[src/rtl/unf_pkg.sv]
// Shared types and constants for the unterminated note finder.
// No dependencies; imported by every module of the block.
`timescale 1ns / 1ps
`default_nettype none

package unf_pkg;

    localparam logic [7:0] MSK_TYPE      = 8'hF0;
    localparam logic [7:0] MSK_CHAN      = 8'h0F;
    localparam logic [7:0] TYPE_NOTE_ON  = 8'h90;
    localparam logic [7:0] TYPE_NOTE_OFF = 8'h80;

    localparam int KEY_W = 12;

    // result queue
    localparam int RQ_DEPTH = 4;
    localparam int RQ_AW    = 2;
    localparam int RQ_CW    = 3;

    typedef struct packed {
        logic [7:0]  status;
        logic [7:0]  data1;
        logic [7:0]  data2;
        logic [31:0] time_tag;
    } t_entry;

    typedef struct packed {
        t_entry msg;
        logic   final_res;
        logic   none_found;
        logic   overflowed;
    } t_res;

    // set handed from front to back
    typedef struct packed {
        logic vld;
        logic drop;
    } t_set_ctl;

endpackage

`default_nettype wire

[src/rtl/unf_front.sv]
// Front end: loads messages into the store, tracks open note-ons per entry.
// Depends on unf_pkg. Hands a finished set to unf_back.
`timescale 1ns / 1ps
`default_nettype none

module unf_front
    import unf_pkg::*;
#(
    parameter int DEPTH = 64
) (
    input  wire logic                         i_clk,
    input  wire logic                         i_rst_n,
    input  wire logic                         push,
    output logic                              full,
    input  wire t_entry                       i_msg,
    input  wire logic                         i_last,
    input  wire logic                         i_back_busy,
    input  wire logic                         i_take,
    output t_set_ctl                          o_ctl,
    output logic [$clog2(DEPTH+1)-1:0]        o_cnt,
    output logic [DEPTH-1:0]                  o_pend,
    input  wire logic                         i_rd_en,
    input  wire logic [$clog2(DEPTH)-1:0]     i_rd_addr,
    output t_entry                            o_rd_data
);

    localparam int AW = $clog2(DEPTH);
    localparam int CW = $clog2(DEPTH+1);

    t_entry            r_mem [DEPTH];
    logic [KEY_W-1:0]  r_key [DEPTH];
    t_entry            r_rd_data;

    logic [CW-1:0]     r_cnt, n_cnt;
    logic              r_drop, n_drop;
    logic [DEPTH-1:0]  r_pend, n_pend;

    logic              r_desc_vld;
    logic              r_desc_drop;
    logic [CW-1:0]     r_desc_cnt;
    logic [DEPTH-1:0]  r_desc_pend;

    logic              accept;
    logic              room;
    logic [AW-1:0]     wr_idx;
    logic [7:0]        msg_type;
    logic              is_live;
    logic              is_ender;
    logic [KEY_W-1:0]  msg_key;
    logic [7:0]        msg_chan;

    assign full     = r_desc_vld | i_back_busy;
    assign accept   = push & ~full;
    assign room     = r_cnt < CW'(DEPTH);
    assign wr_idx   = r_cnt[AW-1:0];
    assign msg_type = i_msg.status & MSK_TYPE;
    assign msg_chan = i_msg.status & MSK_CHAN;
    assign msg_key  = KEY_W'({msg_chan, i_msg.data1});
    assign is_live  = (msg_type == TYPE_NOTE_ON) && (i_msg.data2 != 8'd0);
    assign is_ender = (msg_type == TYPE_NOTE_OFF) ||
                      ((msg_type == TYPE_NOTE_ON) && (i_msg.data2 == 8'd0));

    always_comb begin
        n_pend = r_pend;
        n_cnt  = r_cnt;
        n_drop = r_drop;
        if (accept) begin
            if (room) begin
                n_cnt = r_cnt + CW'(1);
                for (int i = 0; i < DEPTH; i++) begin
                    if (AW'(i) == wr_idx) begin
                        n_pend[i] = is_live;
                    end else if (r_pend[i] && is_ender && (r_key[i] == msg_key)) begin
                        n_pend[i] = 1'b0;
                    end
                end
            end else begin
                n_drop = 1'b1;
            end
        end
    end

    always_ff @(posedge i_clk) begin
        if (!i_rst_n) begin
            r_cnt      <= '0;
            r_drop     <= 1'b0;
            r_pend     <= '0;
            r_desc_vld <= 1'b0;
        end else begin
            if (i_take) begin
                r_desc_vld <= 1'b0;
            end
            if (accept && i_last) begin
                r_desc_vld <= 1'b1;
                r_cnt      <= '0;
                r_drop     <= 1'b0;
                r_pend     <= '0;
            end else begin
                r_cnt  <= n_cnt;
                r_drop <= n_drop;
                r_pend <= n_pend;
            end
        end
    end

    always_ff @(posedge i_clk) begin
        if (accept && i_last) begin
            r_desc_cnt  <= n_cnt;
            r_desc_drop <= n_drop;
            r_desc_pend <= n_pend;
        end
    end

    always_ff @(posedge i_clk) begin
        if (accept && room) begin
            r_mem[wr_idx] <= i_msg;
            r_key[wr_idx] <= msg_key;
        end
        if (i_rd_en) begin
            r_rd_data <= r_mem[i_rd_addr];
        end
    end

    assign o_ctl.vld  = r_desc_vld;
    assign o_ctl.drop = r_desc_drop;
    assign o_cnt      = r_desc_cnt;
    assign o_pend     = r_desc_pend;
    assign o_rd_data  = r_rd_data;

endmodule

`default_nettype wire

[src/rtl/unf_back.sv]
// Back end: walks the store of a finished set and emits open note-ons in order.
// Depends on unf_pkg; reads the store of unf_front, writes into unf_rq.
`timescale 1ns / 1ps
`default_nettype none

module unf_back
    import unf_pkg::*;
#(
    parameter int DEPTH = 64
) (
    input  wire logic                         i_clk,
    input  wire logic                         i_rst_n,
    input  wire t_set_ctl                     i_ctl,
    input  wire logic [$clog2(DEPTH+1)-1:0]   i_cnt,
    input  wire logic [DEPTH-1:0]             i_pend,
    output logic                              o_take,
    output logic                              o_busy,
    output logic                              o_rd_en,
    output logic [$clog2(DEPTH)-1:0]          o_rd_addr,
    input  wire t_entry                       i_rd_data,
    input  wire logic [RQ_CW-1:0]             i_level,
    output logic                              o_push,
    output t_res                              o_res
);

    localparam int AW = $clog2(DEPTH);
    localparam int CW = $clog2(DEPTH+1);

    logic              r_active;
    logic [CW-1:0]     r_idx;
    logic [CW-1:0]     r_cnt;
    logic [DEPTH-1:0]  r_pend;
    logic              r_drop;
    logic              r_rdv;
    t_entry            r_hold;
    logic              r_hold_vld;

    logic              scan_more;
    logic              idx_pend;
    logic              room_ok;
    logic              step;
    logic              finish;
    logic [RQ_CW-1:0]  lvl_sum;

    assign o_take    = i_ctl.vld & ~r_active;
    assign o_busy    = r_active;
    assign scan_more = r_idx < r_cnt;
    assign idx_pend  = r_pend[r_idx[AW-1:0]];
    assign lvl_sum   = i_level + RQ_CW'(r_rdv);
    assign room_ok   = lvl_sum < RQ_CW'(RQ_DEPTH);
    assign o_rd_en   = r_active & scan_more & idx_pend & room_ok;
    assign o_rd_addr = r_idx[AW-1:0];
    assign step      = r_active & scan_more & (~idx_pend | room_ok);
    assign finish    = r_active & ~scan_more & ~r_rdv & room_ok;

    // one note is held back so the final flag is known when it leaves
    always_comb begin
        o_push           = 1'b0;
        o_res.msg        = r_hold;
        o_res.final_res  = 1'b0;
        o_res.none_found = 1'b0;
        o_res.overflowed = r_drop;
        if (r_rdv && r_hold_vld) begin
            o_push = 1'b1;
        end else if (finish) begin
            o_push          = 1'b1;
            o_res.final_res = 1'b1;
            if (!r_hold_vld) begin
                o_res.msg        = '0;
                o_res.none_found = 1'b1;
            end
        end
    end

    always_ff @(posedge i_clk) begin
        if (!i_rst_n) begin
            r_active   <= 1'b0;
            r_rdv      <= 1'b0;
            r_hold_vld <= 1'b0;
            r_idx      <= '0;
        end else begin
            if (o_take) begin
                r_active   <= 1'b1;
                r_idx      <= '0;
                r_rdv      <= 1'b0;
                r_hold_vld <= 1'b0;
            end else begin
                r_rdv <= o_rd_en;
                if (step) begin
                    r_idx <= r_idx + CW'(1);
                end
                if (r_rdv) begin
                    r_hold_vld <= 1'b1;
                end
                if (finish) begin
                    r_active <= 1'b0;
                end
            end
        end
    end

    always_ff @(posedge i_clk) begin
        if (o_take) begin
            r_cnt  <= i_cnt;
            r_pend <= i_pend;
            r_drop <= i_ctl.drop;
        end
        if (r_rdv) begin
            r_hold <= i_rd_data;
        end
    end

endmodule

`default_nettype wire

[src/rtl/unf_rq.sv]
// Result queue: small FIFO of result beats in front of the output port.
// Depends on unf_pkg.
`timescale 1ns / 1ps
`default_nettype none

module unf_rq
    import unf_pkg::*;
(
    input  wire logic              i_clk,
    input  wire logic              i_rst_n,
    input  wire logic              i_push,
    input  wire t_res              i_res,
    output logic [RQ_CW-1:0]       o_level,
    output logic                   empty,
    input  wire logic              pop,
    output t_res                   o_res
);

    t_res              r_buf [RQ_DEPTH];
    logic [RQ_AW-1:0]  r_wp;
    logic [RQ_AW-1:0]  r_rp;
    logic [RQ_CW-1:0]  r_cnt;
    logic              deq;

    assign empty   = (r_cnt == '0);
    assign deq     = pop & ~empty;
    assign o_level = r_cnt;
    assign o_res   = r_buf[r_rp];

    always_ff @(posedge i_clk) begin
        if (!i_rst_n) begin
            r_wp  <= '0;
            r_rp  <= '0;
            r_cnt <= '0;
        end else begin
            if (i_push) begin
                r_wp <= r_wp + RQ_AW'(1);
            end
            if (deq) begin
                r_rp <= r_rp + RQ_AW'(1);
            end
            r_cnt <= r_cnt + RQ_CW'(i_push) - RQ_CW'(deq);
        end
    end

    always_ff @(posedge i_clk) begin
        if (i_push) begin
            r_buf[r_wp] <= i_res;
        end
    end

endmodule

`default_nettype wire

[src/rtl/unterminated_note_finder.sv]
// Top level of the unterminated note finder: front loader, back scanner, result queue.
// Depends on unf_pkg, unf_front, unf_back, unf_rq.
//
//   channel  | handshake          | beat
//   ---------+--------------------+--------------------------------------------------
//   input    | push / full        | i_status, i_data1, i_data2, i_time_tag, i_last
//   result   | pop / empty        | o_out_status .. o_out_time_tag, flags
//
// Messages load one per cycle while full is low; each stored one updates all open-note flags.
// After the last beat the scanner walks the store, one entry per cycle while the result queue
// has room; full stays high from the last beat until that walk ends.
// Results queue in a four-beat FIFO; a stalled pop stalls the walk only when it fills.
// Reset is synchronous and clears the count, flags and queue; no clearing pass.
`timescale 1ns / 1ps
`default_nettype none

module unterminated_note_finder
    import unf_pkg::*;
#(
    parameter int DEPTH = 64
) (
    input  wire logic         i_clk,
    input  wire logic         i_rst_n,
    input  wire logic         push,
    output logic              full,
    input  wire logic [7:0]   i_status,
    input  wire logic [7:0]   i_data1,
    input  wire logic [7:0]   i_data2,
    input  wire logic [31:0]  i_time_tag,
    input  wire logic         i_last,
    output logic              empty,
    input  wire logic         pop,
    output logic [7:0]        o_out_status,
    output logic [7:0]        o_out_pitch,
    output logic [7:0]        o_out_velocity,
    output logic [31:0]       o_out_time_tag,
    output logic              o_final_res,
    output logic              o_none_found,
    output logic              o_overflowed
);

    localparam int AW = $clog2(DEPTH);
    localparam int CW = $clog2(DEPTH+1);

    t_entry            in_msg;
    t_set_ctl          set_ctl;
    logic [CW-1:0]     set_cnt;
    logic [DEPTH-1:0]  set_pend;
    logic              take;
    logic              back_busy;
    logic              rd_en;
    logic [AW-1:0]     rd_addr;
    t_entry            rd_data;
    logic [RQ_CW-1:0]  q_level;
    logic              q_push;
    t_res              q_in;
    t_res              q_out;

    assign in_msg.status   = i_status;
    assign in_msg.data1    = i_data1;
    assign in_msg.data2    = i_data2;
    assign in_msg.time_tag = i_time_tag;

    unf_front #(.DEPTH(DEPTH)) u_front (
        .i_clk       (i_clk),
        .i_rst_n     (i_rst_n),
        .push        (push),
        .full        (full),
        .i_msg       (in_msg),
        .i_last      (i_last),
        .i_back_busy (back_busy),
        .i_take      (take),
        .o_ctl       (set_ctl),
        .o_cnt       (set_cnt),
        .o_pend      (set_pend),
        .i_rd_en     (rd_en),
        .i_rd_addr   (rd_addr),
        .o_rd_data   (rd_data)
    );

    unf_back #(.DEPTH(DEPTH)) u_back (
        .i_clk     (i_clk),
        .i_rst_n   (i_rst_n),
        .i_ctl     (set_ctl),
        .i_cnt     (set_cnt),
        .i_pend    (set_pend),
        .o_take    (take),
        .o_busy    (back_busy),
        .o_rd_en   (rd_en),
        .o_rd_addr (rd_addr),
        .i_rd_data (rd_data),
        .i_level   (q_level),
        .o_push    (q_push),
        .o_res     (q_in)
    );

    unf_rq u_rq (
        .i_clk   (i_clk),
        .i_rst_n (i_rst_n),
        .i_push  (q_push),
        .i_res   (q_in),
        .o_level (q_level),
        .empty   (empty),
        .pop     (pop),
        .o_res   (q_out)
    );

    assign o_out_status   = q_out.msg.status;
    assign o_out_pitch    = q_out.msg.data1;
    assign o_out_velocity = q_out.msg.data2;
    assign o_out_time_tag = q_out.msg.time_tag;
    assign o_final_res    = q_out.final_res;
    assign o_none_found   = q_out.none_found;
    assign o_overflowed   = q_out.overflowed;

endmodule

`default_nettype wire
[config.mk]
export PLATFORM = sky130hd
export DESIGN_NAME = unterminated_note_finder
export DESIGN_NICKNAME = d
export VERILOG_FILES = /design/src/rtl/unf_pkg.sv /design/src/rtl/unf_front.sv /design/src/rtl/unf_back.sv /design/src/rtl/unf_rq.sv /design/src/rtl/unterminated_note_finder.sv
export SDC_FILE = /design/constraint.sdc
export NUM_CORES = 2
export LEC_CHECK = 0
export BUFFER_PORTS_ARGS = -buffer_cell sky130_fd_sc_hd__clkbuf_2
export CORE_MARGIN = 4
export CORE_UTILIZATION = 37
export CTS_CLUSTER_DIAMETER = 150
export CTS_CLUSTER_SIZE = 14
export DETAILED_ROUTE_END_ITERATION = 10
export PLACE_DENSITY = 0.57
export SLEW_MARGIN = 20
export SYNTH_ARGS = -nofsm -noshare
export SYNTH_HDL_FRONTEND = slang
export SYNTH_HIERARCHICAL = 1
export SYNTH_MEMORY_MAX_BITS = 65536
export SYNTH_SLANG_ARGS = --single-unit
[constraint.sdc]
create_clock -name i_clk -period 7.1 [get_ports i_clk]
set_input_delay 1.42 -clock i_clk [delete_from_list [all_inputs] [get_ports i_clk]]
set_output_delay 1.42 -clock i_clk [all_outputs]
set_load 0.01 [all_outputs]
Word-level counts from Yosys, hierarchy flattened --
Memory sizes are Yosys's and may differ from the RTL's. A register that Yosys moved wholly into a read port is not among the register bits. Index checks and enable logic that the tools add are counted. Widths: inputs -> output; s select.
Storage, ports and cells: RAM bits 4588, bits of input ports 61, register bits 290, output and inout port bits 61, word-level logic and storage cells 477, memories kept 3
Cells by class: equality and inequality tests 129, magnitude comparators 4, $add $sub $neg 7, bitwise gates (word level) 19, reductions and logical operators 142, multiplexer cells 152
Memories:
- u_front.r_mem | depth 64, width 56, rd ports 1, clocked after Yosys merged registers in 1, wr ports 1, RTL line unf_front.sv:30 | t_entry r_mem [DEPTH];
- u_front.r_key | depth 64, width 12, rd ports 64, clocked after Yosys merged registers in 0, wr ports 1, RTL line unf_front.sv:31 | logic [KEY_W-1:0] r_key [DEPTH];
- u_rq.r_buf | depth 4, width 59, rd ports 1, clocked after Yosys merged registers in 1, wr ports 1, RTL line unf_rq.sv:19 | t_res r_buf [RQ_DEPTH];
Operators by type and width (count):
- $eq 12x12->1 | 64
- $eq 6x6->1 const A | 32
- $mux 1 | 142
- $logic_and 1x1->1 | 133
- $mux 64 | 2
- $mux 58 | 2
- $eq 5x6->1 const A | 16
- $mux 56 | 1
- $eq 4x6->1 const A | 8
- $eq 3x6->1 const A | 4
- $add 7x1->7 const B | 2
- $mux 7 | 2
- $eq 2x6->1 const A | 2
- $and 1x1->1 | 10
- $eq 4x4->1 const B | 2
- $logic_not 8->1 | 1
- $reduce_bool 8->1 | 1
- $lt 6x7->1 const B | 1
- $lt 7x7->1 | 1
- $lt 7x7->1 const B | 1
- $not 1->1 | 7
- $add 3x1->3 | 2
- $bmux 1 s6 | 1
- $eq 1x6->1 const A | 1
- other kinds (10) | 15

Depth between registers and ports, before layout --
depth after elaboration 9, mapped depth 13, gate-level depth less buffers 13

By module --
Netlist, hierarchy kept.
Modules (own cells, without submodules):
- unf_front | cells an instance 7542, area an instance 153786.2 sq um, sequential area each 112928.3 sq um, instances 1
- unf_rq | cells an instance 352, area an instance 8991.1 sq um, sequential area each 7267.0 sq um, instances 1
- unf_back | cells an instance 321, area an instance 5524.0 sq um, sequential area each 4043.9 sq um, instances 1

Least setup slack after synthesis --
OpenSTA, ideal clock, no wires.
kind input to register, from in push, to mem u_front.r_key[13][0], enable pin, stages 5, buffers on the path 1, required time 6.630 ns, library setup time 0.470 ns, data arrival time 4.849 ns, setup slack 1.780 ns, path through nor4b_1 > clkbuf_1 > and2_1 > nand3_1 > nor2_1
Between the ends: longest elaborated chain between the ends 4
RTL lines:
- start: declaration | RTL line unterminated_note_finder.sv:24 | input wire logic push,
- $and 1x1->1 | RTL line unf_front.sv:53 | assign accept = push & ~full;
- $logic_and 1x1->1 | RTL line unf_front.sv:115 | if (accept && room) begin
- $mux 1 | RTL line unf_front.sv:115
- $mux 1 (not written as such) | RTL line unf_front.sv:117 | r_key[wr_idx] <= msg_key;
- end: declaration | RTL line unf_front.sv:31
No other way between the ends.

Final worst setup path --
from reg u_back.r_idx[0], to reg u_front/o_rd_data[1] (netlist name)
Between the ends: longest elaborated chain between the ends 4, elaborated cells between the ends (all ways) 6, classes of those cells 1 x order compare; 2 x mux; 3 x bitwise
RTL lines:
- start: declaration | RTL line unf_back.sv:30 | logic [CW-1:0] r_idx;
- start signal: assignment | RTL line unf_back.sv:90 | r_idx <= r_idx + CW'(1);
- $bmux 1 s6 / $lt 7x7->1 (equally long branches) | RTL line unf_back.sv:48, unf_back.sv:47
- $mux 1 (not written as such) / $and 1x1->1 (equally long branches) | RTL line unf_back.sv:48, unf_back.sv:51
- $and 1x1->1 (2 in a row) | RTL line unf_back.sv:51 | assign o_rd_en = r_active & scan_more & idx_pend & room_ok;
Several ways; a longest one is shown, not always the timed one. The select of a mux whose other input is x is not followed. A chain may end at the register's enable or synchronous reset.

==> reports/summary.txt <==
number of flops mapped to enable cells by yosys - 4076
Root Buffer - clkbuf_16
FFs w/ async S/R, synth - 0%
total number of yosys warnings - 6
Slew @ Worst Pin - 1.21 ns
DR vias - 84300
count of final hold-check violations - 0
Synth Area in XOR/XNOR - 4.05%
cts bufs inserted - 336
period utilization - 64.6%
Hold Crit Class - register to register
slowest CP cell - dfxtp_4
most frequent CP cell - buf_4
CTS tree - done
Final Worst Setup Slack - 2.51 ns
first-pass GRT wire length - 684000 um
Crit Path Max Fanout - 40
Synth Cell Area - 168000 um^2
Routed WL - 493000 um
clock slew at reported path FFs - 0.07 ns
syn avg cell area - 20.5 um^2
top post-synthesis cells by area - edfxtp_1 73%, mux4_2 13%, xnor2_1 3.9%
worst IR drop on VDD - 0.188 mV
commonest non-fill, non-tap cells in the layout - 4076 x edfxtp_1, 970 x mux4_2, 748 x xnor2_1, 379 x mux2i_1, 343 x clkbuf_16
GRT overflow - 0
PD cells - 254 nW/um^2
slowest stage delay, CP - 0.91 ns
H-tree levels - 5
Die ar. - 466000 um^2
Initial Util - 37.2%
setup tns final - 0 ns
Fillers - 39200
initial antenna violation count - 25
Final #Nets - 8535
Synth Instances - 8215
I/O Buffers - 121
Worst Setup Start Kind - register
share of cells above drive strength 1 - 23.0%
maxcap violations - 0
Die X-Extent - 682 um
Post-Synth Simple-Gate Area - 2.39%
dpl ws - 2.01 ns
clk_lat worst skew - 0.97 ns
mux cell area share after synthesis - 16.1%
vias in the first global route - 84900
Leak - 54.9 nW
crit-path cells - buf_4, buf_4, mux4_2, mux2_2, o211ai_1, a21oi_1
Final min period - 4.59 ns
WS Path Type - register to register
largest net degree at the start of global routing - 121
RSZ-0062 raised after global routing - no
Synth top area share - 72.7%
DIE HEIGHT - 682 um
complex-gate fraction of the synthesized area - 1.87%
worst hold slack - 0.413 ns
FP Rows - 247
via/cell ratio - 5.80
most common cell after layout, fill and taps aside - edfxtp_1
Adder-Cell Fraction of Synth Area - 0.138%
final worst clock skew - 0.0551 ns
DRC viols - 0
Seq/Total Area, Yosys - 73.8%
relative slew slack - 19.1%
routability cong. - 0.845
cts hold-fix bufs - 0
drt pass-1 iters - 6
Syn Nets - 8294
Core ar. - 453000 um^2
worst path arrival time - 5.15 ns
FMAX - 218 MHz
CP required - 7.66 ns
Design Power - 0.0473 W
IO Count - 122
clk sink count - 4168
Seq cells post-synth - 4168
Post-CTS Setup Bufs - 0
Worst Setup End Kind - register
synthesis-to-layout area growth - 10.8%
Final Max Slew Viols - 0
Total GRT Usage - 20.8%
Final setup viols - 0
Synth cell types - 65
DRT iter0 DRCs - 10800
Max clock buf depth - 4
drt wl/cell - 33.9 um
antenna-violating nets left - 0
Synth area leader - edfxtp_1
status - complete, no violations
largest family of logic cells by synthesized area - multiplexers
Top FF cell, synth - edfxtp_1
CTS-repair resized insts - 0
DP Wirelength - 294000 um
==> per-layer routing <==
metal	GRT usage (%)	part of all wire (%)
met4	6.41	3.3
met3	2.94	7.2
met5	0	0.011
met1	28.5	40
met2	34.4	49
==> synth_stat cells, types with 63 or more instances <==
cell and n:
nand2_1 115, mux2i_1 379, clkbuf_1 182, dfxtp_1 92
buf_4 75, a22oi_1 106, mux2_2 118, nand3_1 70
nor2b_1 70, edfxtp_1 4076, nand4_1 190, and2_1 76
a31oi_1 63, nor2_1 158, buf_2 192, mux4_2 970
a21oi_1 157, xnor2_1 748
==> worst max-delay path: cells and delay by family (launching register included) <==
family,cells,cell delay (ns)
buf+inv,2,1.30
flops,1,0.91
mux,2,0.87
compound gates,2,0.93
==> metrics by stage <==
stage          util [%]  cells  area [um^2]
3_5_place_dp       39.1  14100       177000
5_1_grt            41.2  14500       186000
6_report           41.2  14500       186000
2_1_floorplan         -   8215       168000
4_1_cts            41.2  14500       186000
3_3_place_gp       39.1  14100       177000
==> final timing paths <==
path | to | cells past startpoint | slack [ns] | startpoint
min reg2reg | u_back/r_pend[50] | 0 | 0.41 | u_front/o_pend[50]
max | u_front/o_rd_data[1] | 6 | 2.51 | u_back/r_idx[0]
max reg2reg | u_front/o_rd_data[1] | 6 | 2.51 | u_back/r_idx[0]
min | u_back/r_pend[50] | 0 | 0.41 | u_front/o_pend[50]
==> logic make-up (layout without fill, tap and decap cells) <==
kind of cell             Yosys count  after routing
flip-flops                      4168           4168
buffers and inverters            521            833
AO/OA/AOI/OAI                    499            499
multiplexers                    1475           1475
other                              0             33
adder cells (fa/ha/maj)           18             18
AND/OR/NAND/NOR                  758            758
XOR/XNOR                         776            776
==> area by class of cell <==
class	instances	area, um^2	share of cell area (%)
clock buffer	388	8750	4.69
timing repair buffer	405	3430	1.84
inverter	19	71.3	0.0383
sequential	4168	124000	66.7
multi-input combinational	3526	42000	22.5
antenna	33	82.6	0.0443
tap	5976	7480	4.01
clock inverter	21	373	0.200
==> sequential cells by signal, summed over array words and instances, names as in the netlist, 7 cells and up, named ones only <==
name and cells:
u_back/r_cnt 7, u_back/r_hold 56, u_back/r_idx 7, u_back/r_pend 64
u_front/o_cnt 7, u_front/o_pend 64, u_front/o_rd_data 56, u_front/r_cnt 7
u_front/r_key 704, u_front/r_mem 2880, u_front/r_pend 64, u_rq/r_buf 236
==> power breakdown <==
| group | internal (W) | total [W] | switching, W |
|---|---|---|---|
| clock | 0.00872 | 0.0171 | 0.00843 |
| combinational | 0.00120 | 0.00291 | 0.00170 |
| sequential | 0.0271 | 0.0273 | 0.000136 |
| total | 0.0370 | 0.0473 | 0.0103 |
(Power assumes the default switching activity.)
